$ cat src/rtl/core/assert_macros.svh
// Assertion macros shared by the ray/sphere hit distance core.
// No dependencies; included by the files that carry concurrent checks.
`ifndef ASSERT_MACROS_SVH
`define ASSERT_MACROS_SVH

// Clocked property, disabled while reset is asserted (active-low reset).
`define RSH_ASSERT(name, clk, rst_n, prop, msg) \
    name: assert property (@(posedge clk) disable iff (!rst_n) (prop)) else $error(msg);

// Same-cycle implication built on the macro above.
`define RSH_ASSERT_IMPL(name, clk, rst_n, ante, cons, msg) \
    `RSH_ASSERT(name, clk, rst_n, (ante) |-> (cons), msg)

`endif

$ cat src/rtl/core/rsh_pkg.sv
// Package for the ray/sphere hit distance core: field widths, constants and
// the item structs passed between stages. No dependencies.
`timescale 1ns / 1ps

package rsh_pkg;

    localparam int POS_W     = 24;  // Q7.16 position
    localparam int DIR_W     = 18;  // Q1.16 direction
    localparam int RADIUS_W  = 23;  // unsigned Q7.16 radius
    localparam int FRAC_W    = 16;
    localparam int W_W       = 25;  // o - c, Q8.16
    localparam int BPROD_W   = 43;  // d * w
    localparam int BSUM_W    = 45;  // b, 32 fraction bits
    localparam int SQ_W      = 48;  // w * w, non-negative
    localparam int LSUM_W    = 50;  // |w|^2
    localparam int RSQ_W     = 46;  // r^2
    localparam int B16_W     = 29;  // b rounded to 16 fraction bits
    localparam int CC_W      = 51;  // |w|^2 - r^2, signed
    localparam int DELTA_W   = 56;  // discriminant magnitude, even for digit pairs
    localparam int ROOT_W    = DELTA_W / 2;
    localparam int REM_W     = ROOT_W + 1;
    localparam int DIST_W    = 32;
    localparam int ROUND_HALF = 32768;

    localparam logic [RADIUS_W-1:0] RADIUS_RESET = 23'd6554;  // 0.1

    typedef struct packed {
        logic signed [POS_W-1:0] origin_x;
        logic signed [POS_W-1:0] origin_y;
        logic signed [POS_W-1:0] origin_z;
        logic signed [DIR_W-1:0] dir_x;
        logic signed [DIR_W-1:0] dir_y;
        logic signed [DIR_W-1:0] dir_z;
        logic signed [POS_W-1:0] center_x;
        logic signed [POS_W-1:0] center_y;
        logic signed [POS_W-1:0] center_z;
    } ray_item_t;

    typedef struct packed {
        logic                    hit;
        logic signed [B16_W-1:0] b16;
        logic [DELTA_W-1:0]      delta;
    } sqrt_item_t;

    typedef struct packed {
        logic                    hit;
        logic signed [B16_W-1:0] b16;
        logic [ROOT_W-1:0]       root;
    } root_item_t;

endpackage

$ cat src/rtl/core/rsh_sqrt_pipe.sv
// Pipelined integer square root, one result bit per stage (digit by digit).
// Carries the hit flag and rounded b alongside. Depends on rsh_pkg and assert_macros.svh.
`timescale 1ns / 1ps
`include "assert_macros.svh"

module rsh_sqrt_pipe (
    input  logic                 aclk,
    input  logic                 aresetn,
    input  logic                 in_valid,
    output logic                 in_ready,
    input  rsh_pkg::sqrt_item_t  in_item,
    output logic                 out_valid,
    input  logic                 out_ready,
    output rsh_pkg::root_item_t  out_item
);

    localparam int NSTG = rsh_pkg::ROOT_W;
    localparam int RTW  = rsh_pkg::ROOT_W;
    localparam int RMW  = rsh_pkg::REM_W;
    localparam int DW   = rsh_pkg::DELTA_W;
    localparam int B16W = rsh_pkg::B16_W;

    logic [NSTG-1:0] v_reg;
    logic [NSTG:0]   en;

    logic [RMW-1:0]         rem_reg  [NSTG];
    logic [RTW-1:0]         root_reg [NSTG];
    logic [DW-1:0]          rad_reg  [NSTG];
    logic                   hit_reg  [NSTG];
    logic signed [B16W-1:0] b16_reg  [NSTG];

    assign en[NSTG] = out_ready;

    for (genvar k = 0; k < NSTG; k++) begin : g_stage
        logic [RMW-1:0]         rem_in;
        logic [RTW-1:0]         root_in;
        logic [DW-1:0]          rad_in;
        logic                   hit_in;
        logic signed [B16W-1:0] b16_in;
        logic                   valid_in;
        logic [RMW+1:0]         rem2;
        logic [RMW+1:0]         trial;
        logic [RMW+1:0]         diff;
        logic                   take;

        if (k == 0) begin : g_first
            assign rem_in   = '0;
            assign root_in  = '0;
            assign rad_in   = in_item.delta;
            assign hit_in   = in_item.hit;
            assign b16_in   = in_item.b16;
            assign valid_in = in_valid;
        end else begin : g_next
            assign rem_in   = rem_reg[k-1];
            assign root_in  = root_reg[k-1];
            assign rad_in   = rad_reg[k-1];
            assign hit_in   = hit_reg[k-1];
            assign b16_in   = b16_reg[k-1];
            assign valid_in = v_reg[k-1];
        end

        assign en[k] = !v_reg[k] || en[k+1];

        // Bring down the next digit pair and try (4*root + 1).
        assign rem2  = {rem_in, rad_in[DW-1 -: 2]};
        assign trial = {1'b0, root_in, 2'b01};
        assign take  = rem2 >= trial;
        assign diff  = rem2 - trial;

        always_ff @(posedge aclk) begin
            if (!aresetn) begin
                v_reg[k] <= 1'b0;
            end else if (en[k]) begin
                v_reg[k] <= valid_in;
            end
        end

        always_ff @(posedge aclk) begin
            if (en[k]) begin
                rem_reg[k]  <= take ? diff[RMW-1:0] : rem2[RMW-1:0];
                root_reg[k] <= {root_in[RTW-2:0], take};
                rad_reg[k]  <= {rad_in[DW-3:0], 2'b00};
                hit_reg[k]  <= hit_in;
                b16_reg[k]  <= b16_in;
            end
        end
    end

    assign in_ready      = en[0];
    assign out_valid     = v_reg[NSTG-1];
    assign out_item.hit  = hit_reg[NSTG-1];
    assign out_item.b16  = b16_reg[NSTG-1];
    assign out_item.root = root_reg[NSTG-1];

    // Remainder never exceeds twice the partial root.
    `RSH_ASSERT_IMPL(a_sqrt_rem_bound, aclk, aresetn, out_valid,
        rem_reg[NSTG-1] <= {root_reg[NSTG-1], 1'b0}, "square root remainder out of range")

endmodule

$ cat config.mk
export PLATFORM = sky130hd
export DESIGN_NAME = rsh_sqrt_pipe
export DESIGN_NICKNAME = d
export VERILOG_FILES = /design/src/rtl/core/rsh_pkg.sv /design/src/rtl/core/rsh_sqrt_pipe.sv
export VERILOG_INCLUDE_DIRS = /design/src /design/src/rtl/core
export SDC_FILE = /design/constraint.sdc
export NUM_CORES = 2
export LEC_CHECK = 0
export ABC_AREA = 1
export BUFFER_PORTS_ARGS = -buffer_cell sky130_fd_sc_hd__buf_2
export CAP_MARGIN = 20
export CORE_UTILIZATION = 30
export DETAILED_ROUTE_END_ITERATION = 8
export PLACE_DENSITY = 0.47
export SETUP_SLACK_MARGIN = 0.02
export SYNTH_ARGS = -nofsm -noshare
export SYNTH_HDL_FRONTEND = slang
export SYNTH_SLANG_ARGS = --single-unit
$ cat constraint.sdc
create_clock -name aclk -period 27.4 [get_ports aclk]
set_clock_uncertainty 0.2 [all_clocks]
set_input_delay 4.11 -clock aclk [delete_from_list [all_inputs] [get_ports aclk]]
set_output_delay 4.11 -clock aclk [all_outputs]
set_load 0.02 [all_outputs]
* After elaboration in Yosys (flattened, before gate mapping)
Memory sizes are Yosys's and may differ from the RTL's.
Index checks and enable logic that the tools add are counted.
** Storage, ports and cells
- Memories kept :: 5
- Logic and storage cells :: 229
- Bits of input ports :: 90
- Flip-flop bits (word level) :: 28
- Memory bits (writable) :: 3948
** Cells by class
- $lt $le $gt $ge :: 28
- Add/sub/neg operators :: 28
- Reductions and logical operators :: 56
- Mux-type cells :: 84
** Memories
- rad_reg :: words 28, width 54, read ports 27, clocked after memory_dff 0, write ports 28, RTL line rsh_sqrt_pipe.sv:28 : logic [DW-1:0] rad_reg [NSTG];
- b16_reg :: words 28, width 29, read ports 28, clocked after memory_dff 0, write ports 28, RTL line rsh_sqrt_pipe.sv:30 : logic signed [B16W-1:0] b16_reg [NSTG];
- rem_reg :: words 28, width 29, read ports 27, clocked after memory_dff 0, write ports 28, RTL line rsh_sqrt_pipe.sv:26 : logic [RMW-1:0] rem_reg [NSTG];
- root_reg :: words 28, width 28, read ports 28, clocked after memory_dff 0, write ports 28, RTL line rsh_sqrt_pipe.sv:27 : logic [RTW-1:0] root_reg [NSTG];
- hit_reg :: words 28, width 1, read ports 28, clocked after memory_dff 0, write ports 28, RTL line rsh_sqrt_pipe.sv:29 : logic hit_reg [NSTG];
** Operators by type and width (number)
- 31-bit by 30-bit greater-or-equal comparator with 1-bit output :: 27
- 29-bit 2-to-1 mux :: 28
- 29-bit subtractor :: 27
- 1-bit 2-to-1 mux :: 56
- 1-bit zero test :: 28
- 1-bit logical OR :: 28
- 2-bit by 1-bit subtractor with 3-bit output, second input constant :: 1
- 2-bit by 1-bit greater-or-equal comparator with 1-bit output, second input constant :: 1

* Depth between registers and ports, before layout
- Depth in word-level cells :: 31
- Mapped depth :: 22
- Mapped depth without buffers :: 22

* Worst setup path before layout
OpenSTA, ideal clock, no wires.
- Path kind :: input-to-output
- Start :: input out_ready
- End :: output in_ready
- Arrival time :: 14.560 ns
- Cell stages on the path :: 14
- Path slack :: 8.530 ns
- Path buffers :: 0
- Path through :: inv_1 > nand4_4 > nor3_4 > nand4_4 > nor2_4 > nand4_4 > nor2_4 > nand4_4 > nor2_4 > nand4_4 > nor2_4 > nand4_4 > nor2_8 > nand4_4
** On the way
- Longest elaborated chain between the ends :: 28
** Ends and longest elaborated chain
- from (decl) :: RTL line rsh_sqrt_pipe.sv:13 : input logic out_ready,
- 1-bit logical OR (3 in a row) :: RTL line rsh_sqrt_pipe.sv:62 : assign en[k] = !v_reg[k] || en[k+1];
- net en[25] :: RTL line rsh_sqrt_pipe.sv:24 : logic [NSTG:0] en;
- 1-bit logical OR (5 in a row) :: RTL line rsh_sqrt_pipe.sv:62
- net en[20] :: RTL line rsh_sqrt_pipe.sv:24
- 1-bit logical OR (4 in a row) :: RTL line rsh_sqrt_pipe.sv:62
- net en[16] :: RTL line rsh_sqrt_pipe.sv:24
- 1-bit logical OR (4 in a row) :: RTL line rsh_sqrt_pipe.sv:62
- net en[12] :: RTL line rsh_sqrt_pipe.sv:24
- 1-bit logical OR (4 in a row) :: RTL line rsh_sqrt_pipe.sv:62
- net en[8] :: RTL line rsh_sqrt_pipe.sv:24
- 1-bit logical OR (4 in a row) :: RTL line rsh_sqrt_pipe.sv:62
- net en[4] :: RTL line rsh_sqrt_pipe.sv:24
- 1-bit logical OR (4 in a row) :: RTL line rsh_sqrt_pipe.sv:62
- to (decl) :: RTL line rsh_sqrt_pipe.sv:10 : output logic in_ready,
The timed path passes the listed nets, and every way through them passes these cells.

* Worst setup path in the final report
Same ends and word-level chain as after synthesis.

==> out/metrics.cfg <==
[clock_tree]
cts_buffer_depth=4
cts_tree=built
cts_buffers=302
clockRootBuffer=clkbuf_16
clkSinkCount=2773
clk_pin_slew_worst_paths_ns=0.05
worstSkewPairLatency_ns=0.90
post_cts_buffers=0
ctsHoldBuffers=0
cts_resized=0
htreeDepth=5

[layout]
fill_cells=36630
drive_above_1_share_pct=8.216
largest_reg_flops=812
nets=9342
final_common_cell=edfxtp_1
syn2layout_area_growth_pct=14.63
final_cells=14070
layout_common_cells=edfxtp_1 (2745), nand2_1 (1113), inv_1 (966)

[setup_path]
worst-path-max-fanout=47
cp-end-kind=output port
ff2ff_path_depth=17
setup.worst_path.start=out_ready
cp-start-kind=primary input
crit_required_ns=23.09
crit_arrival_ns=9.98
worstSetupEndpoint=in_ready
reg2reg_from=out_valid
worstSetupPathType=primary input to output port
worstReg2RegEnd=rad_reg[0][143]
rrSetupSlack_ns=20.38

[routing]
wl_met2_microns=102700
vias_per_cell=4.345
drtAntennaViolNets=0
drt_iter0_drc=3581
drc=0
dr_wl_met3_microns=7907
wl_microns=210400
wire_per_inst_microns=14.95
first_pass_iters=6
vias=61140
drt-met1-wl_microns=93780
dr.max_layer_used=met4

[yosys]
ys_seq_area_share_pct=72.45
syn_inst=8422
ys_types=67
synth_edf_count=2745
synth_top_flop_cell=edfxtp_1
ys_warn_count=0
synth_nets=8948
synth.largest_area_cell=edfxtp_1
syn-mean-instance-area_sq_um=13.60
synth_seq_cells=2773
synth.cell_area_sq_mm=0.1146
async_reset_ff_share_pct=0
synth.area.top_cells=edfxtp_1 (72%), ha_1 (4.8%), nand2_1 (3.7%)
synth_top_area_share_pct=71.96

[floorplanning]
die_area_sq_mm=0.3843
ios=150
fp.dieW_microns=619.9
coreArea_sq_mm=0.3795
core.rowCount=226
die_h_microns=619.9
start_util_pct=30.19

[global_routing]
antenna_found_initial=10
grt-ovfl-total=0
grt_max_degree=94
grt_pass1_vias=62580
grtUsageTotal_pct=10.85
grt_pass1_wl_microns=338200

[place]
gp_congestion=0.8771
port-buffer-count=149
dp.cells=13530
hpwl_microns=155600

[pwr]
total_power_mw=11.04
ir_drop_mv=0.04609
power_density_mw_per_mm2=84.07
leakagePower_nw=51.86

[timing]
slew-limit-headroom_pct=29.12
whs_ns=0.1646
rsz0062_at_grt=no
finalCritPeriodShare_pct=52.14
tns_ns=0
maxSlewViolCount=0
tightest_slew_ns=1.048
hold_violations=0
setup_viol=0
fin_crit_ns=14.29
max_freq_ghz=0.06999

[worst_hold_path]
hold_class=flop to flop

[job]
maxCapViolCount=0

[run_status]
status=finished, final reports clean

metal layers:
layer	GRT usage [%]	vias to the layer above
met2	18.92	1010
met4	3.563	0
met5	0	-
li1	-	30680
met3	1.658	396
met1	13.72	29050
critical path, cell delays in order:
cell,delay [ns]
buf_2,0.10
inv_1,0.16
nand4_4,0.57
nor3_4,0.45
nand4_4,0.55
nor2_4,0.45
nand4_4,0.10
buf_4,0.30
nor2_4,0.29
nand4_4,0.10
buf_4,0.31
nor2_4,0.30
nand4_4,0.10
buf_4,0.31
nor2_4,0.32
nand4_4,0.44
nor2_8,0.34
nand4_4,0.33
buf_2,0.29
worst min-delay path by stage:
stage,slack [ns],endpoint,start,depth (start not counted)
final,0.16,b16_reg[12][50],b16_reg[12][21],0
after global routing,0.16,rad_reg[1][209],rad_reg[1][153],0
after CTS,0.16,b16_reg[10][21],b16_reg[9][50],0
after detailed placement,0.20,b16_reg[10][21],b16_reg[9][50],0
after global placement,0.20,b16_reg[9][37],b16_reg[9][8],0
after floorplan,0.20,b16_reg[0][29],b16_reg[0][0],0
synth_stat cells, types with 4 or more instances:
cell type     n
o31ai_1      12
nor2_4        4
or2_2        21
nand2_2       8
a221oi_1      6
nand3b_1      9
a211oi_1      7
o21bai_1     14
a21boi_0      7
o221ai_1      5
o2111ai_1     6
a21boi_1     18
nand4_4       7
buf_2        17
a2111oi_0     6
xnor2_1     318
o21a_1       23
o21ai_1     138
a21o_1       21
inv_1       974
a41oi_1       7
clkbuf_1     51
ha_1        436
nor3_1      115
nor3_2        4
nor4b_1       5
dfxtp_1      28
o211ai_1     12
nand4_1      78
nor2_1      591
nor2_2        8
edfxtp_1   2745
nor3b_1       7
a21oi_1     450
nand2_1    1119
a31oi_1      26
o21ai_0     428
inv_2        37
nand3_1     198
buf_4        31
nor4_1       62
xor2_1      323
logic make-up after synthesis:
| family | count (synthesis) | share of synthesized area (%) |
|---|---|---|
| compound gates | 1200 | 5.671 |
| xor+xnor | 641 | 4.901 |
| fa+ha+maj | 436 | 4.762 |
| buf+inv | 1119 | 3.807 |
| flops | 2773 | 72.45 |
| other cells | 1 | 0.003274 |
| simple gates | 2252 | 8.410 |
layout make-up:
class / count / area [sq um] / share of cell area [%]
diodes: 1 / 2.502 / 0.001906
clock buffers: 363 / 7850 / 5.978
clock inverters: 180 / 1937 / 1.475
inverters: 1015 / 3825 / 2.913
multi-input cells: 4530 / 27330 / 20.81
flip-flops and latches: 2773 / 82990 / 63.20
well taps: 5016 / 6276 / 4.779
repair buffers: 194 / 1109 / 0.8442
stage by stage:
step / setup WS, ns / area (sq um) / util [%]
6_report: 13.11 / 131300 / 34.60
5_1_grt: 12.38 / 131300 / 34.60
4_1_cts: 12.80 / 131300 / 34.59
3_5_place_dp: 12.80 / 121500 / 32.01
3_3_place_gp: 12.90 / 121500 / 32.01
2_1_floorplan: 8.530 / 114600 / -
report_power, final:
part	switching, mW	internal (mW)
Combinational	0.832	0.545
Sequential	0.358	5.32
Clock	1.64	2.34
(Power assumes the default switching activity.)
