File: config.mk
export PLATFORM = sky130hd
export DESIGN_NAME = rsh_cfg
export DESIGN_NICKNAME = d
export VERILOG_FILES = /design/src/rtl/core/assert_macros.svh /design/src/rtl/core/rsh_pkg.sv /design/src/rtl/core/rsh_cfg.sv
export SDC_FILE = /design/constraint.sdc
export NUM_CORES = 1
export LEC_CHECK = 0
export ABC_AREA = 1
export BUFFER_PORTS_ARGS = -buffer_cell sky130_fd_sc_hd__buf_2
export CELL_PAD_IN_SITES_DETAIL_PLACEMENT = 0
export CELL_PAD_IN_SITES_GLOBAL_PLACEMENT = 1
export CORE_MARGIN = 2
export CORE_UTILIZATION = 40
export DETAILED_ROUTE_END_ITERATION = 8
export PLACE_DENSITY_LB_ADDON = 0.1
export SLEW_MARGIN = 20
export SYNTH_ARGS = -nofsm -noshare
export SYNTH_HDL_FRONTEND = slang
export SYNTH_SLANG_ARGS = --single-unit
File: constraint.sdc
create_clock -name aclk -period 6.43 [get_ports aclk]
set_input_delay 0.3215 -clock aclk [delete_from_list [all_inputs] [get_ports aclk]]
set_output_delay 0.3215 -clock aclk [all_outputs]
set_load 0.01 [all_outputs]
File: src/rtl/core/assert_macros.svh
// Assertion macros shared by the ray/sphere hit distance core.
// No dependencies; included by the files that carry concurrent checks.
`ifndef ASSERT_MACROS_SVH
`define ASSERT_MACROS_SVH

// Clocked property, disabled while reset is asserted (active-low reset).
`define RSH_ASSERT(name, clk, rst_n, prop, msg) \
    name: assert property (@(posedge clk) disable iff (!rst_n) (prop)) else $error(msg);

// Same-cycle implication built on the macro above.
`define RSH_ASSERT_IMPL(name, clk, rst_n, ante, cons, msg) \
    `RSH_ASSERT(name, clk, rst_n, (ante) |-> (cons), msg)

`endif

File: src/rtl/core/rsh_pkg.sv
// Package for the ray/sphere hit distance core: field widths, constants and
// the item structs passed between stages. No dependencies.
`timescale 1ns / 1ps

package rsh_pkg;

    localparam int POS_W     = 24;  // Q7.16 position
    localparam int DIR_W     = 18;  // Q1.16 direction
    localparam int RADIUS_W  = 23;  // unsigned Q7.16 radius
    localparam int FRAC_W    = 16;
    localparam int W_W       = 25;  // o - c, Q8.16
    localparam int BPROD_W   = 43;  // d * w
    localparam int BSUM_W    = 45;  // b, 32 fraction bits
    localparam int SQ_W      = 48;  // w * w, non-negative
    localparam int LSUM_W    = 50;  // |w|^2
    localparam int RSQ_W     = 46;  // r^2
    localparam int B16_W     = 29;  // b rounded to 16 fraction bits
    localparam int CC_W      = 51;  // |w|^2 - r^2, signed
    localparam int DELTA_W   = 56;  // discriminant magnitude, even for digit pairs
    localparam int ROOT_W    = DELTA_W / 2;
    localparam int REM_W     = ROOT_W + 1;
    localparam int DIST_W    = 32;
    localparam int ROUND_HALF = 32768;

    localparam logic [RADIUS_W-1:0] RADIUS_RESET = 23'd6554;  // 0.1

    typedef struct packed {
        logic signed [POS_W-1:0] origin_x;
        logic signed [POS_W-1:0] origin_y;
        logic signed [POS_W-1:0] origin_z;
        logic signed [DIR_W-1:0] dir_x;
        logic signed [DIR_W-1:0] dir_y;
        logic signed [DIR_W-1:0] dir_z;
        logic signed [POS_W-1:0] center_x;
        logic signed [POS_W-1:0] center_y;
        logic signed [POS_W-1:0] center_z;
    } ray_item_t;

    typedef struct packed {
        logic                    hit;
        logic signed [B16_W-1:0] b16;
        logic [DELTA_W-1:0]      delta;
    } sqrt_item_t;

    typedef struct packed {
        logic                    hit;
        logic signed [B16_W-1:0] b16;
        logic [ROOT_W-1:0]       root;
    } root_item_t;

endpackage

File: src/rtl/core/rsh_cfg.sv
// Radius configuration register and its registered square.
// Depends on rsh_pkg.
`timescale 1ns / 1ps

module rsh_cfg (
    input  logic                          aclk,
    input  logic                          aresetn,
    input  logic                          cfg_valid,
    input  logic [rsh_pkg::RADIUS_W-1:0]  cfg_data,
    output logic [rsh_pkg::RSQ_W-1:0]     rsq
);

    localparam int RSQW = rsh_pkg::RSQ_W;

    logic [rsh_pkg::RADIUS_W-1:0] radius_reg;
    logic [RSQW-1:0]              rsq_reg;

    always_ff @(posedge aclk) begin
        if (!aresetn) begin
            radius_reg <= rsh_pkg::RADIUS_RESET;
        end else if (cfg_valid) begin
            radius_reg <= cfg_data;
        end
    end

    // Registered square of the radius register, settled long before any item reaches its use.
    always_ff @(posedge aclk) begin
        rsq_reg <= RSQW'(radius_reg) * RSQW'(radius_reg);
    end

    assign rsq = rsq_reg;

endmodule

== Word level (Yosys, flattened, before mapping) ==
Cells that the tools add are included.
Widths: inputs -> output; s select.
Cells by class
  add/subtract/negate cells: 0
  multipliers: 1
  divide/modulo/power cells: 0
  order comparisons: 0
  equal/unequal tests: 0
  shift operators: 0
  muxes and demuxes: 0
  bitwise gates (word level): 0
  reduce and logical (&&, ||, !) cells: 0
Operators by type and width (count)
  $mul 23x23->46: 1
Word-level totals
  flip-flop bits (word level): 69
  latch bits: 0
  RAM bits: 0
  ROM bits: 0
  output and inout bits: 46
  word-level logic and storage cells: 3
  memories kept: 0

== Logic depth before layout (Yosys ltp) ==
Gate-level depths: netlist of the first run.
  word-level depth: 1
  depth in mapped cells: 30

== Least setup slack after synthesis of the first run ==
Ideal clock, no wire load.
  path kind: register to register
  from: reg radius_reg[2] in the netlist's numbering
  to: reg rsq_reg[33], in the netlist rsq[33]
  data arrival time: 5.590 ns
  required time: 6.318 ns
  slack: 0.728 ns
  cell stages (with the launch flop): 26
  clock period less this slack: 5.702 ns
  cells stage by stage: dfxtp_1 > clkbuf_1 > clkbuf_1 > nand2_1 > inv_1 > fa_1 > fa_1 > inv_1 > fa_1 > inv_1 > fa_1 > fa_1 > fa_1 > inv_1 > fa_1 > inv_1 > ha_1 > nand2_1 > nor2_1 > nand2_1 > nor2_1 > o21ai_1 > nand3_2 > nand2_1 > nand3_1 > nand2_1
On the way
  cells in the longest elaborated chain, start to end: 1
RTL lines
  start: declaration: line rsh_cfg.sv:15  | logic [rsh_pkg::RADIUS_W-1:0] radius_reg;
  start signal: assignment: line rsh_cfg.sv:20  | radius_reg <= rsh_pkg::RADIUS_RESET;
  start signal: assignment: line rsh_cfg.sv:22  | radius_reg <= cfg_data;
  $mul 23x23->46: line rsh_cfg.sv:28  | rsq_reg <= RSQW'(radius_reg) * RSQW'(radius_reg);
  end signal: assignment: line rsh_cfg.sv:28
  end: declaration: line rsh_cfg.sv:16  | logic [RSQW-1:0] rsq_reg;
No other way between the ends.
A chain may end at the register's enable or synchronous reset.

== Worst setup path in the final report of the first run ==
  from: reg radius_reg[6] in the netlist's numbering
  to: reg rsq_reg[40], in the netlist rsq[40]
The elaborated chain is that of the path after synthesis.

==> metrics.md, run 1 <==
| Metric | Value |
|---|---|
| Number of violations of the max-capacitance limit | `0` |
| Number of nets in the finished design | `about 2900` |
| Residual DRC | `0` |
| Slack of the worst reg-to-reg path | `~350 ps` |
| Setup tns final | `0 ps` |
| Clock Skews | `about 19 ps` |
| Yosys warnings | `0` |
| Final critical path time including I/O delays and setup | `6080 ps` |
| Largest fanout of any net on the critical path | `20` |
| Fraction of final layout cells sized beyond drive strength 1 | `between 6 and 7%` |
| Post-synthesis register bit count | `roughly 70` |
| Number of placed cells counting well taps | `2921` |
| Largest area contributor in the synthesized netlist | `sky130_fd_sc_hd__fa_1` |
| Critical path data arrival time | `~6400 ps` |
| Clock network latency to the later pin of the worst-skew pair | `around 380 ps` |
| Effective utilization at floorplan | `40.4%` |
| Gate count after technology mapping | `~2300` |
| Number of DRC violations after detailed-routing iteration 0 | `533` |
| Maximum achievable frequency | `0.164 GHz` |
| Clock transition time at the flip-flop clock pins of the worst setup and hold paths | `80 ps` |
| Number of max-slew violations in the final report | `0` |
| CTS buffer count | `9` |
| Top cells by area in the synthesized netlist | `sky130_fd_sc_hd__fa_1, sky130_fd_sc_hd__inv_1, sky130_fd_sc_hd__ha_1, sky130_fd_sc_hd__nand2_1, sky130_fd_sc_hd__dfxtp_1` |
| Netlist area before placement | `around 18000 sq um` |
| Yosys cell types | `29` |
| Final HPWL from detailed placement | `between 40000 and 50000 microns` |
| Total vias in the final route | `13100` |
| CP Capture Type | `flip-flop` |
| Remaining antenna violation count | `0` |
| Largest buffer count on any clock path | `2` |
| Vert. Die Dim | `roughly 220 microns` |
| Drt total wl | `about 47000 microns` |
| Top-level port count | `72` |
| Period utilisation layout | `a little over nine tenths` |
| Standard-cell rows | `77` |
| Global routing usage summed across all routing layers | `between 20% and 30%` |
| Area share of the largest cell type after synthesis | `between 40% and 50%` |
| Number of synthesized flops with an enable pin | `0` |
| Number of flip-flops in the largest register | `45` |
| Diodes inserted | `0` |
| Number of nets produced by synthesis | `roughly 2800` |
| Area of the core | `about 44000 sq um` |
| Number of vias per cell | `roughly 4.5` |
| Filler Cell Count | `4621` |
| Type of the most critical hold path | `in -> reg` |
| Type of the setup path with the least slack | `reg -> reg` |
| Setup fix buffers added after clock tree synthesis | `0` |
| Flip-flop cell with the highest count after synthesis | `sky130_fd_sc_hd__dfxtp_1` |
| RSZ-0062 raised after global routing | `false` |
| Status | `finished, final reports clean` |
| Via count of the first global-routing pass | `around 14000` |
| Htree depth | `3` |
| Final setup violation count | `0` |
| Total iterations of the first detailed-routing run | `4` |
| Count of non-filler cells in the finished layout | `2936` |
| Worst endpoint required time | `6700 ps` |
| Total clock sinks | `68` |
| Fraction of synthesis flops using an asynchronous set or reset pin | `0%` |
| Pin slew with the least headroom to its limit | `around 580 ps` |
| Hold Violations, Final | `0` |
| Wire length of the first global-routing pass | `approximately 76000 microns` |
| Largest net degree at the start of global routing | `27` |
| Horizontal die dimension | `approximately 220 microns` |
| Area enclosed by the die boundary | `around 46000 sq um` |
| Count of port buffers added during placement | `70` |
| Synth Area per Inst | `7.88 sq um` |
| CTS tree | `yes` |
| Overflow after GRT | `0` |
| Category of the worst setup path launch point | `flip-flop` |
| Layout-stage area growth over the synthesis result | `9.94%` |
| Mean routed wirelength per cell | `between 15 and 20 microns` |
| Share of the yosys chip area belonging to registers | `7.64%` |
| Worst max-slew margin expressed relative to the limit | `between 60% and 70%` |
| Initial antenna violation count | `3` |
| Clock root buffer master | `sky130_fd_sc_hd__clkbuf_16` |
| Gp weighted congestion | `0.847` |
## cells in the mapped netlist, types with 2 or more instances
cell type,n
sky130_fd_sc_hd__a21oi_1,47
sky130_fd_sc_hd__a31oi_1,2
sky130_fd_sc_hd__and2_1,2
sky130_fd_sc_hd__clkbuf_1,54
sky130_fd_sc_hd__clkinv_1,2
sky130_fd_sc_hd__dfxtp_1,68
sky130_fd_sc_hd__fa_1,385
sky130_fd_sc_hd__ha_1,172
sky130_fd_sc_hd__inv_1,737
sky130_fd_sc_hd__nand2_1,569
sky130_fd_sc_hd__nand3_1,29
sky130_fd_sc_hd__nand3_2,8
sky130_fd_sc_hd__nand4_1,4
sky130_fd_sc_hd__nor2_1,92
sky130_fd_sc_hd__nor2_2,4
sky130_fd_sc_hd__nor3_1,2
sky130_fd_sc_hd__o21ai_0,25
sky130_fd_sc_hd__o21ai_1,2
sky130_fd_sc_hd__o21bai_1,8
sky130_fd_sc_hd__xnor2_1,14
sky130_fd_sc_hd__xor2_1,25
## worst max-delay path, stage by stage (launching register included)
cell	delay, ps
sky130_fd_sc_hd__dfxtp_1	410
sky130_fd_sc_hd__buf_12	200
sky130_fd_sc_hd__nand2_1	100
sky130_fd_sc_hd__fa_1	560
sky130_fd_sc_hd__inv_1	70
sky130_fd_sc_hd__fa_1	500
sky130_fd_sc_hd__inv_1	60
sky130_fd_sc_hd__fa_1	490
sky130_fd_sc_hd__inv_1	60
sky130_fd_sc_hd__fa_1	500
sky130_fd_sc_hd__inv_1	50
sky130_fd_sc_hd__fa_1	520
sky130_fd_sc_hd__inv_1	50
sky130_fd_sc_hd__fa_1	500
sky130_fd_sc_hd__fa_1	420
sky130_fd_sc_hd__ha_1	400
sky130_fd_sc_hd__nand2_1	140
sky130_fd_sc_hd__nor2_1	300
sky130_fd_sc_hd__nand2_1	110
sky130_fd_sc_hd__nor2_1	90
sky130_fd_sc_hd__o21ai_1	80
sky130_fd_sc_hd__nand3_2	120
sky130_fd_sc_hd__nand2_1	90
sky130_fd_sc_hd__nand3_1	80
sky130_fd_sc_hd__nand2_1	50
## through the flow
| stage | utilization, % | worst slack (ps) | hold WS [ps] | cell area (sq um) |
|---|---|---|---|---|
| detailed placement | 43.6 | 194 | 515 | 19200 |
| floorplan | - | 728 | 385 | 17800 |
| global route | 44.4 | 0.00755 | 152 | 19600 |
| global placement | 43.6 | 198 | 496 | 19200 |
| CTS | 44.3 | 154 | 121 | 19600 |
| finish | 44.4 | 347 | 150 | 19600 |
## metal layers
| metal | global-route usage [%] | wire length [microns] | up-vias |
|---|---|---|---|
| met5 | 0 | 26 | - |
| met3 | 2.77 | 1140 | 51 |
| met4 | 4.74 | 877 | 4 |
| li1 | - | - | 6492 |
| met1 | 26.5 | 19700 | 6455 |
| met2 | 39.6 | 24900 | 145 |
## path summary, 6_finish.rpt
kind | from | to | depth (start not counted)
worst min register to register | radius_reg[11]$_SDFFE_PN1P_ | radius_reg[11]$_SDFFE_PN1P_ | 2
worst min-delay path | cfg_data[1] | radius_reg[1]$_SDFFE_PN1P_ | 3
worst max-delay path | radius_reg[6]$_SDFFE_PN0P_ | rsq[40]$_DFF_P_ | 24
worst max register to register | radius_reg[6]$_SDFFE_PN0P_ | rsq[40]$_DFF_P_ | 24
## final cells by class
class,instances,area [sq um],share of cell area [%]
inverters,739,2770,14.2
multi-input cells,1395,13500,68.8
repair buffers,127,916,4.68
clock inverters,6,90.1,0.460
clock buffers,9,225,1.15
well taps,592,741,3.78
flip-flops and latches,68,1370,6.99
## layout by cell type, fill, tap and decap left out
| cell type | n |
|---|---|
| sky130_fd_sc_hd__inv_1 | 737 |
| sky130_fd_sc_hd__nand2_1 | 569 |
| sky130_fd_sc_hd__fa_1 | 385 |
| sky130_fd_sc_hd__ha_1 | 172 |
| sky130_fd_sc_hd__nor2_1 | 91 |
| sky130_fd_sc_hd__buf_2 | 70 |
| sky130_fd_sc_hd__dfxtp_1 | 62 |
| sky130_fd_sc_hd__a21oi_1 | 47 |
| sky130_fd_sc_hd__buf_4 | 46 |
| sky130_fd_sc_hd__nand3_1 | 29 |
| sky130_fd_sc_hd__xor2_1 | 25 |
| sky130_fd_sc_hd__o21ai_0 | 25 |
| sky130_fd_sc_hd__xnor2_1 | 13 |
| sky130_fd_sc_hd__buf_12 | 11 |
| sky130_fd_sc_hd__clkbuf_16 | 9 |
| sky130_fd_sc_hd__o21bai_1 | 8 |
| sky130_fd_sc_hd__nand3_2 | 8 |
| sky130_fd_sc_hd__dfxtp_2 | 6 |
| sky130_fd_sc_hd__nor2_2 | 5 |
| sky130_fd_sc_hd__nand4_1 | 4 |
| sky130_fd_sc_hd__nor3_1 | 2 |
| sky130_fd_sc_hd__and2_1 | 2 |
| sky130_fd_sc_hd__o21ai_1 | 2 |
| sky130_fd_sc_hd__clkinv_1 | 2 |
| sky130_fd_sc_hd__a31oi_1 | 2 |
| sky130_fd_sc_hd__clkinv_4 | 2 |
| sky130_fd_sc_hd__bufinv_16 | 2 |
| sky130_fd_sc_hd__or2_2 | 1 |
| sky130_fd_sc_hd__a21o_1 | 1 |
| sky130_fd_sc_hd__a31o_2 | 1 |
| sky130_fd_sc_hd__nand2b_1 | 1 |
| sky130_fd_sc_hd__xnor2_2 | 1 |
| sky130_fd_sc_hd__conb_1 | 1 |
| sky130_fd_sc_hd__clkinv_2 | 1 |
| sky130_fd_sc_hd__clkinvlp_4 | 1 |
## kinds of logic (layout without fill, tap and decap cells)
| group | count (synthesis) | in the layout | synth area share [%] |
|---|---|---|---|
| adder cells (fa/ha/maj) | 557 | 557 | 55.4 |
| AO/OA/AOI/OAI | 86 | 86 | 2.58 |
| other | 1 | 1 | 0.0211 |
| XOR/XNOR | 39 | 39 | 1.92 |
| buffers and inverters | 796 | 881 | 16.8 |
| AND/OR/NAND/NOR | 712 | 712 | 15.7 |
| flip-flops | 68 | 68 | 7.64 |
## repair_timing
item                       CTS  global route
hold buffers                 0             0
resized for setup            0             8
setup endpoints to repair    0            15
Power of run 1 is left out: the tool's default activity adds up to more than one toggle a clock period on the data nets, which glitch-free logic cannot reach.
==> run 2, diff against run 1 <==
clock period = 6.1 ns   (was 6.43 ns; I/O delays follow)
==> run 2 against run 1 <==
Effect of this change:
- cell count grew 3.2%
- via count up 4.2%
- largest cell class unchanged
- setup slack got worse by 110 ps
- critical path type unchanged
- core utilization grew 2.1 points
==> metrics.md, run 2 (same netlist as run 1, synthesis figures left out) <==
| Metric | Value |
|---|---|
| Destination of the worst register-to-register timing path | `rsq[19]$_DFF_P_ (was rsq[40]$_DFF_P_)` |
| Number of max-slew violations in the final report | `0 (unchanged)` |
| Clock network latency to the later pin of the worst-skew pair | `400 ps (was 380 ps)` |
| Number of violations of the max-capacitance limit | `0 (unchanged)` |
| Area enclosed by the die boundary | `46200 sq um (unchanged)` |
| Pin slew with the least headroom to its limit | `609 ps (was 577 ps)` |
| Final setup violation count | `0 (unchanged)` |
| Mean routed wirelength per cell | `16.0 microns (was 15.9 microns)` |
| Initial antenna violation count | `1 (was 3)` |
| Worst max-slew margin expressed relative to the limit | `59.0% (was 61.5%)` |
| Type of the setup path with the least slack | `reg -> reg (unchanged)` |
| Hold path start | `cfg_data[3] (was cfg_data[1])` |
| Status | `finished, final reports clean (unchanged)` |
| Critical path data arrival time | `6180 ps (was 6350 ps)` |
| Wire length of the first global-routing pass | `78500 microns (was 76500 microns)` |
| Clock transition time at the flip-flop clock pins of the worst setup and hold paths | `90 ps (was 80 ps)` |
| Maximum single-stage delay on the critical path | `590 ps (was 560 ps)` |
| Top-level port count | `72 (unchanged)` |
| Effective utilization at floorplan | `40.4% (unchanged)` |
| Maximum achievable frequency | `0.170 GHz (was 0.164 GHz)` |
| Delay-heaviest family, CP | `adder cells (unchanged)` |
| Endpoint with the worst hold slack | `radius_reg[3]$_SDFFE_PN1P_ (was radius_reg[1]$_SDFFE_PN1P_)` |
| Commonest non-fill, non-tap cell in the layout | `sky130_fd_sc_hd__inv_1 (unchanged)` |
| Count of port buffers added during placement | `70 (unchanged)` |
| Total cell area at the placement stage | `19900 sq um (was 19200 sq um)` |
| Area of the core | `44100 sq um (unchanged)` |
| Largest fanout of any net on the critical path | `12 (was 20)` |
| Largest buffer count on any clock path | `2 (unchanged)` |
| Cell chain of the critical path | `buf_12, nand2_1, fa_1, inv_1, fa_1, inv_1, fa_1, inv_1, fa_1, fa_1, fa_1, fa_1, ha_1, nand2_2, inv_1, nand2_1, nand2_1, inv_1, nand2_1, buf_4, a31oi_1, xnor2_1, buf_4 (was buf_12, nand2_1, fa_1, inv_1, fa_1, inv_1, fa_1, inv_1, fa_1, inv_1, fa_1, inv_1, fa_1, fa_1, ha_1, nand2_1, nor2_1, nand2_1, nor2_1, o21ai_1, nand3_2, nand2_1, nand3_1, nand2_1)` |
| Hold Violations, Final | `0 (unchanged)` |
| RSZ-0062 raised after global routing | `true (was false)` |
| Vert. Die Dim | `215 microns (unchanged)` |
| CP Capture Type | `flip-flop (unchanged)` |
| Largest net degree at the start of global routing | `21 (was 27)` |
| Type of the most critical hold path | `in -> reg (unchanged)` |
| Total vias in the final route | `13700 (was 13100)` |
| Slack of the worst reg-to-reg path | `230 ps (was 350 ps)` |
| Via count of the first global-routing pass | `14900 (was 14300)` |
| Critical path buffers and inverters | `8 (was 6)` |
| Cell with the largest stage delay on the worst path | `sky130_fd_sc_hd__fa_1 (unchanged)` |
| Category of the worst setup path launch point | `flip-flop (unchanged)` |
| Drt total wl | `48400 microns (was 46600 microns)` |
| Number of nets in the finished design | `3018 (was 2923)` |
| Hold_buf cts | `0 (unchanged)` |
| Worst endpoint required time | `6410 ps (was 6700 ps)` |
| Standard-cell rows | `77 (unchanged)` |
| Clock Skews | `33.9 ps (was 19.0 ps)` |
| Final HPWL from detailed placement | `43200 microns (was 41100 microns)` |
| Cell repeated most along the worst path | `sky130_fd_sc_hd__fa_1 (unchanged)` |
| Fraction of final layout cells sized beyond drive strength 1 | `13.0% (was 7.00%)` |
| Cell depth of the worst flop-to-flop path | `23 (was 24)` |
| Horizontal die dimension | `215 microns (unchanged)` |
| Total clock sinks | `68 (unchanged)` |
| Total iterations of the first detailed-routing run | `6 (was 4)` |
| Hold Worst Slack | `114 ps (was 150 ps)` |
| Period utilisation layout | `96.2% (was 94.6%)` |
| Gp weighted congestion | `0.937 (was 0.847)` |
| Finished Cell Area | `20500 sq um (was 19600 sq um)` |
| Clock root buffer master | `sky130_fd_sc_hd__clkbuf_16 (unchanged)` |
| Number of DRC violations after detailed-routing iteration 0 | `547 (was 533)` |
| Htree depth | `3 (unchanged)` |
| Start of the worst register-to-register path | `radius_reg[3]$_SDFFE_PN1P_ (was radius_reg[6]$_SDFFE_PN0P_)` |
| Final critical path time including I/O delays and setup | `5870 ps (was 6080 ps)` |
| Diodes inserted | `0 (unchanged)` |
| Number of vias per cell | `4.52 (was 4.48)` |
| CTS buffer count | `9 (unchanged)` |
| CTS tree | `yes (unchanged)` |
| Most frequent cells in the layout | `sky130_fd_sc_hd__inv_1, sky130_fd_sc_hd__nand2_1, sky130_fd_sc_hd__fa_1 (unchanged)` |
| Layout-stage area growth over the synthesis result | `15.2% (was 9.94%)` |
| Remaining antenna violation count | `0 (unchanged)` |
| Number of flip-flops in the largest register | `45 (unchanged)` |
| Instance count along the most critical hold path | `3 (unchanged)` |
| Overflow after GRT | `0 (unchanged)` |
| Residual DRC | `0 (unchanged)` |
| Global routing usage summed across all routing layers | `22.1% (was 21.4%)` |
## run 2: changes by cell type in the layout (fill, tap and decap cells not counted), moves of 8 or more
cell                      delta
sky130_fd_sc_hd__nand2_2    +16
sky130_fd_sc_hd__nand2_1    -17
sky130_fd_sc_hd__nor2_1     -13
sky130_fd_sc_hd__nor2_2      +8
sky130_fd_sc_hd__buf_4      +91
sky130_fd_sc_hd__a21oi_1    -10
sky130_fd_sc_hd__a21oi_2     +8
sky130_fd_sc_hd__ha_1        -9
## run 2: area by class of cell
type	instances	area, sq um
fill	4588	23600
inverter	739	2770
clock inverter	6	41.3
timing repair buffer	222	1640
sequential	68	1380
multi-input combinational	1395	13700
tap	592	741
clock buffer	9	225
## run 2: what timing repair did
action                     in CTS  in global routing
gates cloned                    0                  0
hold endpoints to repair        0                  0
resized for setup               7                 81
buffers inserted                0                  3
setup endpoints to repair      16                 28
pin swaps                       0                 11
## run 2: worst min-delay path, stage by stage
cell	delay (ps)
sky130_fd_sc_hd__buf_2	70
sky130_fd_sc_hd__a21oi_1	50
sky130_fd_sc_hd__o21ai_0	60
## run 2: how the worst max path moves through the flow
stage                                 from         endpoint  slack, ps  cells past startpoint
6_report        radius_reg[3]$_SDFFE_PN1P_  rsq[19]$_DFF_P_        230                     23
5_1_grt         radius_reg[2]$_SDFFE_PN0P_  rsq[37]$_DFF_P_        -20                     28
4_1_cts         radius_reg[3]$_SDFFE_PN1P_  rsq[42]$_DFF_P_         20                     25
3_5_place_dp   radius_reg[18]$_SDFFE_PN0P_  rsq[35]$_DFF_P_       -150                     22
3_3_place_gp   radius_reg[18]$_SDFFE_PN0P_  rsq[35]$_DFF_P_       -160                     22
2_1_floorplan   radius_reg[2]$_SDFFE_PN0P_  rsq[33]$_DFF_P_        400                     25
## run 2: through the flow
stage,setup WS (ps),TNS (ps),std cells,utilization [%]
detailed placement,-151,-557,3013,45.2
global route,-21.1,-69.2,3031,46.5
finish,235,0,3031,46.5
CTS,15.2,0,3028,45.8
global placement,-163,-540,3013,45.2
floorplan,398,0,2259,-
## run 2: routing by layer
layer  wire length (microns)  GRT usage [%]  vias up
met1                   19900           26.7     6783
li1                        -              -     6674
met5                      13              0        -
met4                    1110           5.61        2
met3                    1250           2.45       55
met2                   26000           41.5      182
Power of run 2 is left out for the same reason.
==> run 3, diff against run 2 <==
RECOVER_POWER = 100   (was default)
==> run 3 against run 2 <==
Effect of this change:
- cell count is the same
- global-route usage unchanged
- sequential share of layout area about the same
- cell area is 0.30% lower
- clock skew is 0.71 ps lower
- largest cell class unchanged
- sequential cell count is the same
- setup slack gained 4.5 ps
- fmax hardly changed
==> metrics.md, run 3 (same netlist as run 1, synthesis figures left out) <==
| Metric | Value |
|---|---|
| Flip-flop and latch area | `1380 sq um (unchanged)` |
| Largest fanout of any net on the critical path | `12 (unchanged)` |
| Total vias in the final route | `13700 (about the same)` |
| Hold Worst Slack | `115 ps (was 114 ps)` |
| Cell depth of the worst flop-to-flop path | `23 (unchanged)` |
| Area enclosed by the die boundary | `46200 sq um (unchanged)` |
| Final setup violation count | `0 (unchanged)` |
| Worst max-slew margin expressed relative to the limit | `16.7% (was 59.0%)` |
| Total iterations of the first detailed-routing run | `5 (was 6)` |
| Drt total wl | `48400 microns (about the same)` |
| Finished Cell Area | `20400 sq um (was 20500 sq um)` |
| Via count of the first global-routing pass | `14900 (unchanged)` |
| Maximum achievable frequency | `0.171 GHz (was 0.170 GHz)` |
| Number of max-slew violations in the final report | `0 (unchanged)` |
| CP Capture Type | `flip-flop (unchanged)` |
| Clock Skews | `33.2 ps (was 33.9 ps)` |
| Mean routed wirelength per cell | `16.0 microns (about the same)` |
| Initial antenna violation count | `1 (unchanged)` |
| Number of nets in the finished design | `3018 (unchanged)` |
| Diodes inserted | `0 (unchanged)` |
| Instance count along the most critical hold path | `3 (unchanged)` |
| Pin slew with the least headroom to its limit | `1250 ps (was 609 ps)` |
| Period utilisation layout | `96.1% (was 96.2%)` |
| Number of flip-flops in the largest register | `45 (unchanged)` |
| Layout-stage area growth over the synthesis result | `14.8% (was 15.2%)` |
| Htree depth | `3 (unchanged)` |
| Global routing usage summed across all routing layers | `22.1% (unchanged)` |
| Count of non-filler cells in the finished layout | `3031 (unchanged)` |
| Final HPWL from detailed placement | `43200 microns (unchanged)` |
| Area used by multi-input combinational logic | `13700 sq um (unchanged)` |
| Number of placed cells counting well taps | `3013 (unchanged)` |
| Count of port buffers added during placement | `70 (unchanged)` |
| Gp weighted congestion | `0.937 (unchanged)` |
| Cell with the largest stage delay on the worst path | `sky130_fd_sc_hd__fa_1 (unchanged)` |
| Type of the most critical hold path | `in -> reg (unchanged)` |
| Total cell area at the placement stage | `19900 sq um (unchanged)` |
| Cell repeated most along the worst path | `sky130_fd_sc_hd__fa_1 (unchanged)` |
| Most frequent cells in the layout | `sky130_fd_sc_hd__inv_1, sky130_fd_sc_hd__nand2_1, sky130_fd_sc_hd__fa_1 (unchanged)` |
| Vert. Die Dim | `215 microns (unchanged)` |
| Clock root buffer master | `sky130_fd_sc_hd__clkbuf_16 (unchanged)` |
| Worst endpoint required time | `6410 ps (about the same)` |
| Standard-cell rows | `77 (unchanged)` |
| Cell chain of the critical path | `buf_12, nand2_1, fa_1, inv_1, fa_1, inv_1, fa_1, inv_1, fa_1, fa_1, fa_1, fa_1, ha_1, nand2_2, inv_1, nand2_1, nand2_1, inv_1, nand2_1, buf_4, a31oi_1, xnor2_1, buf_4 (unchanged)` |
| CTS tree | `yes (unchanged)` |
| Final critical path time including I/O delays and setup | `5860 ps (was 5870 ps)` |
| CTS buffer count | `9 (unchanged)` |
| Area of the core | `44100 sq um (unchanged)` |
| Fraction of final layout cells sized beyond drive strength 1 | `11.0% (was 13.0%)` |
| Horizontal die dimension | `215 microns (unchanged)` |
| Clock network latency to the later pin of the worst-skew pair | `400 ps (about the same)` |
| Wire length of the first global-routing pass | `78500 microns (unchanged)` |
| Category of the worst setup path launch point | `flip-flop (unchanged)` |
| Number of vias per cell | `4.52 (about the same)` |
| Overflow after GRT | `0 (unchanged)` |
| RSZ-0062 raised after global routing | `true (unchanged)` |
| Residual DRC | `0 (unchanged)` |
| Number of violations of the max-capacitance limit | `0 (unchanged)` |
| Effective utilization at floorplan | `40.4% (unchanged)` |
| Critical path data arrival time | `6170 ps (was 6180 ps)` |
| Type of the setup path with the least slack | `reg -> reg (unchanged)` |
| Clock transition time at the flip-flop clock pins of the worst setup and hold paths | `90 ps (about the same)` |
| Maximum single-stage delay on the critical path | `590 ps (about the same)` |
| Remaining antenna violation count | `0 (unchanged)` |
| Largest buffer count on any clock path | `2 (unchanged)` |
| Commonest non-fill, non-tap cell in the layout | `sky130_fd_sc_hd__inv_1 (unchanged)` |
| Hold Violations, Final | `0 (unchanged)` |
| Status | `finished, final reports clean (unchanged)` |
| Filler Cell Count | `4612 (was 4588)` |
| Total clock sinks | `68 (unchanged)` |
| Number of DRC violations after detailed-routing iteration 0 | `554 (was 547)` |
| Largest net degree at the start of global routing | `21 (unchanged)` |
| Top-level port count | `72 (unchanged)` |
run 3: routing by layer:
layer	routed length (microns)	global-route usage (%)	up-vias
met5	13	0	-
met4	1120	5.61	2
met3	1290	2.45	55
met2	26100	41.5	179
met1	19900	26.7	6790
li1	-	-	6674
run 3: per-stage QoR:
stage	worst slack [ps]	utilization, %	setup TNS [ps]
floorplan	398	-	0
finish	239	46.3	0
global placement	-163	45.2	-540
detailed placement	-151	45.2	-557
CTS	15.2	45.8	0
global route	-21.1	46.3	-69.2
run 3: worst paths after layout:
| check | slack, ps | end | startpoint |
|---|---|---|---|
| worst min-delay path | 110 | radius_reg[3]$_SDFFE_PN1P_ | cfg_data[3] |
| worst max register to register | 240 | rsq[19]$_DFF_P_ | radius_reg[3]$_SDFFE_PN1P_ |
| worst min register to register | 510 | radius_reg[11]$_SDFFE_PN1P_ | radius_reg[11]$_SDFFE_PN1P_ |
| worst max-delay path | 240 | rsq[19]$_DFF_P_ | radius_reg[3]$_SDFFE_PN1P_ |
run 3: worst max-delay path: cells and delay by family (launching register included):
family,cells,cell delay [ps]
AOI/OAI and AO/OA,1,160
DFF,1,380
xor gates and xnor gates,1,170
buffers and inverters,8,720
adders and majority gates,8,3900
and+or+nand+nor,5,450
run 3: area by class of cell:
| cell class | instances | share of cell area [%] |
|---|---|---|
| inverters | 739 | 13.6 |
| clock buffers | 9 | 1.10 |
| well taps | 592 | 3.62 |
| flip-flops and latches | 68 | 6.74 |
| clock inverters | 6 | 0.202 |
| repair buffers | 222 | 7.71 |
| multi-input cells | 1395 | 67.1 |
run 3: repair_timing:
item | 4_1_cts | 5_1_grt
hold buffers | 0 | 0
gates cloned | 0 | 0
pin swaps | 0 | 11
endpoints found under the setup margin | 16 | 28
gates resized for setup | 7 | 81
buffers inserted | 0 | 3
Power of run 3 is left out for the same reason.
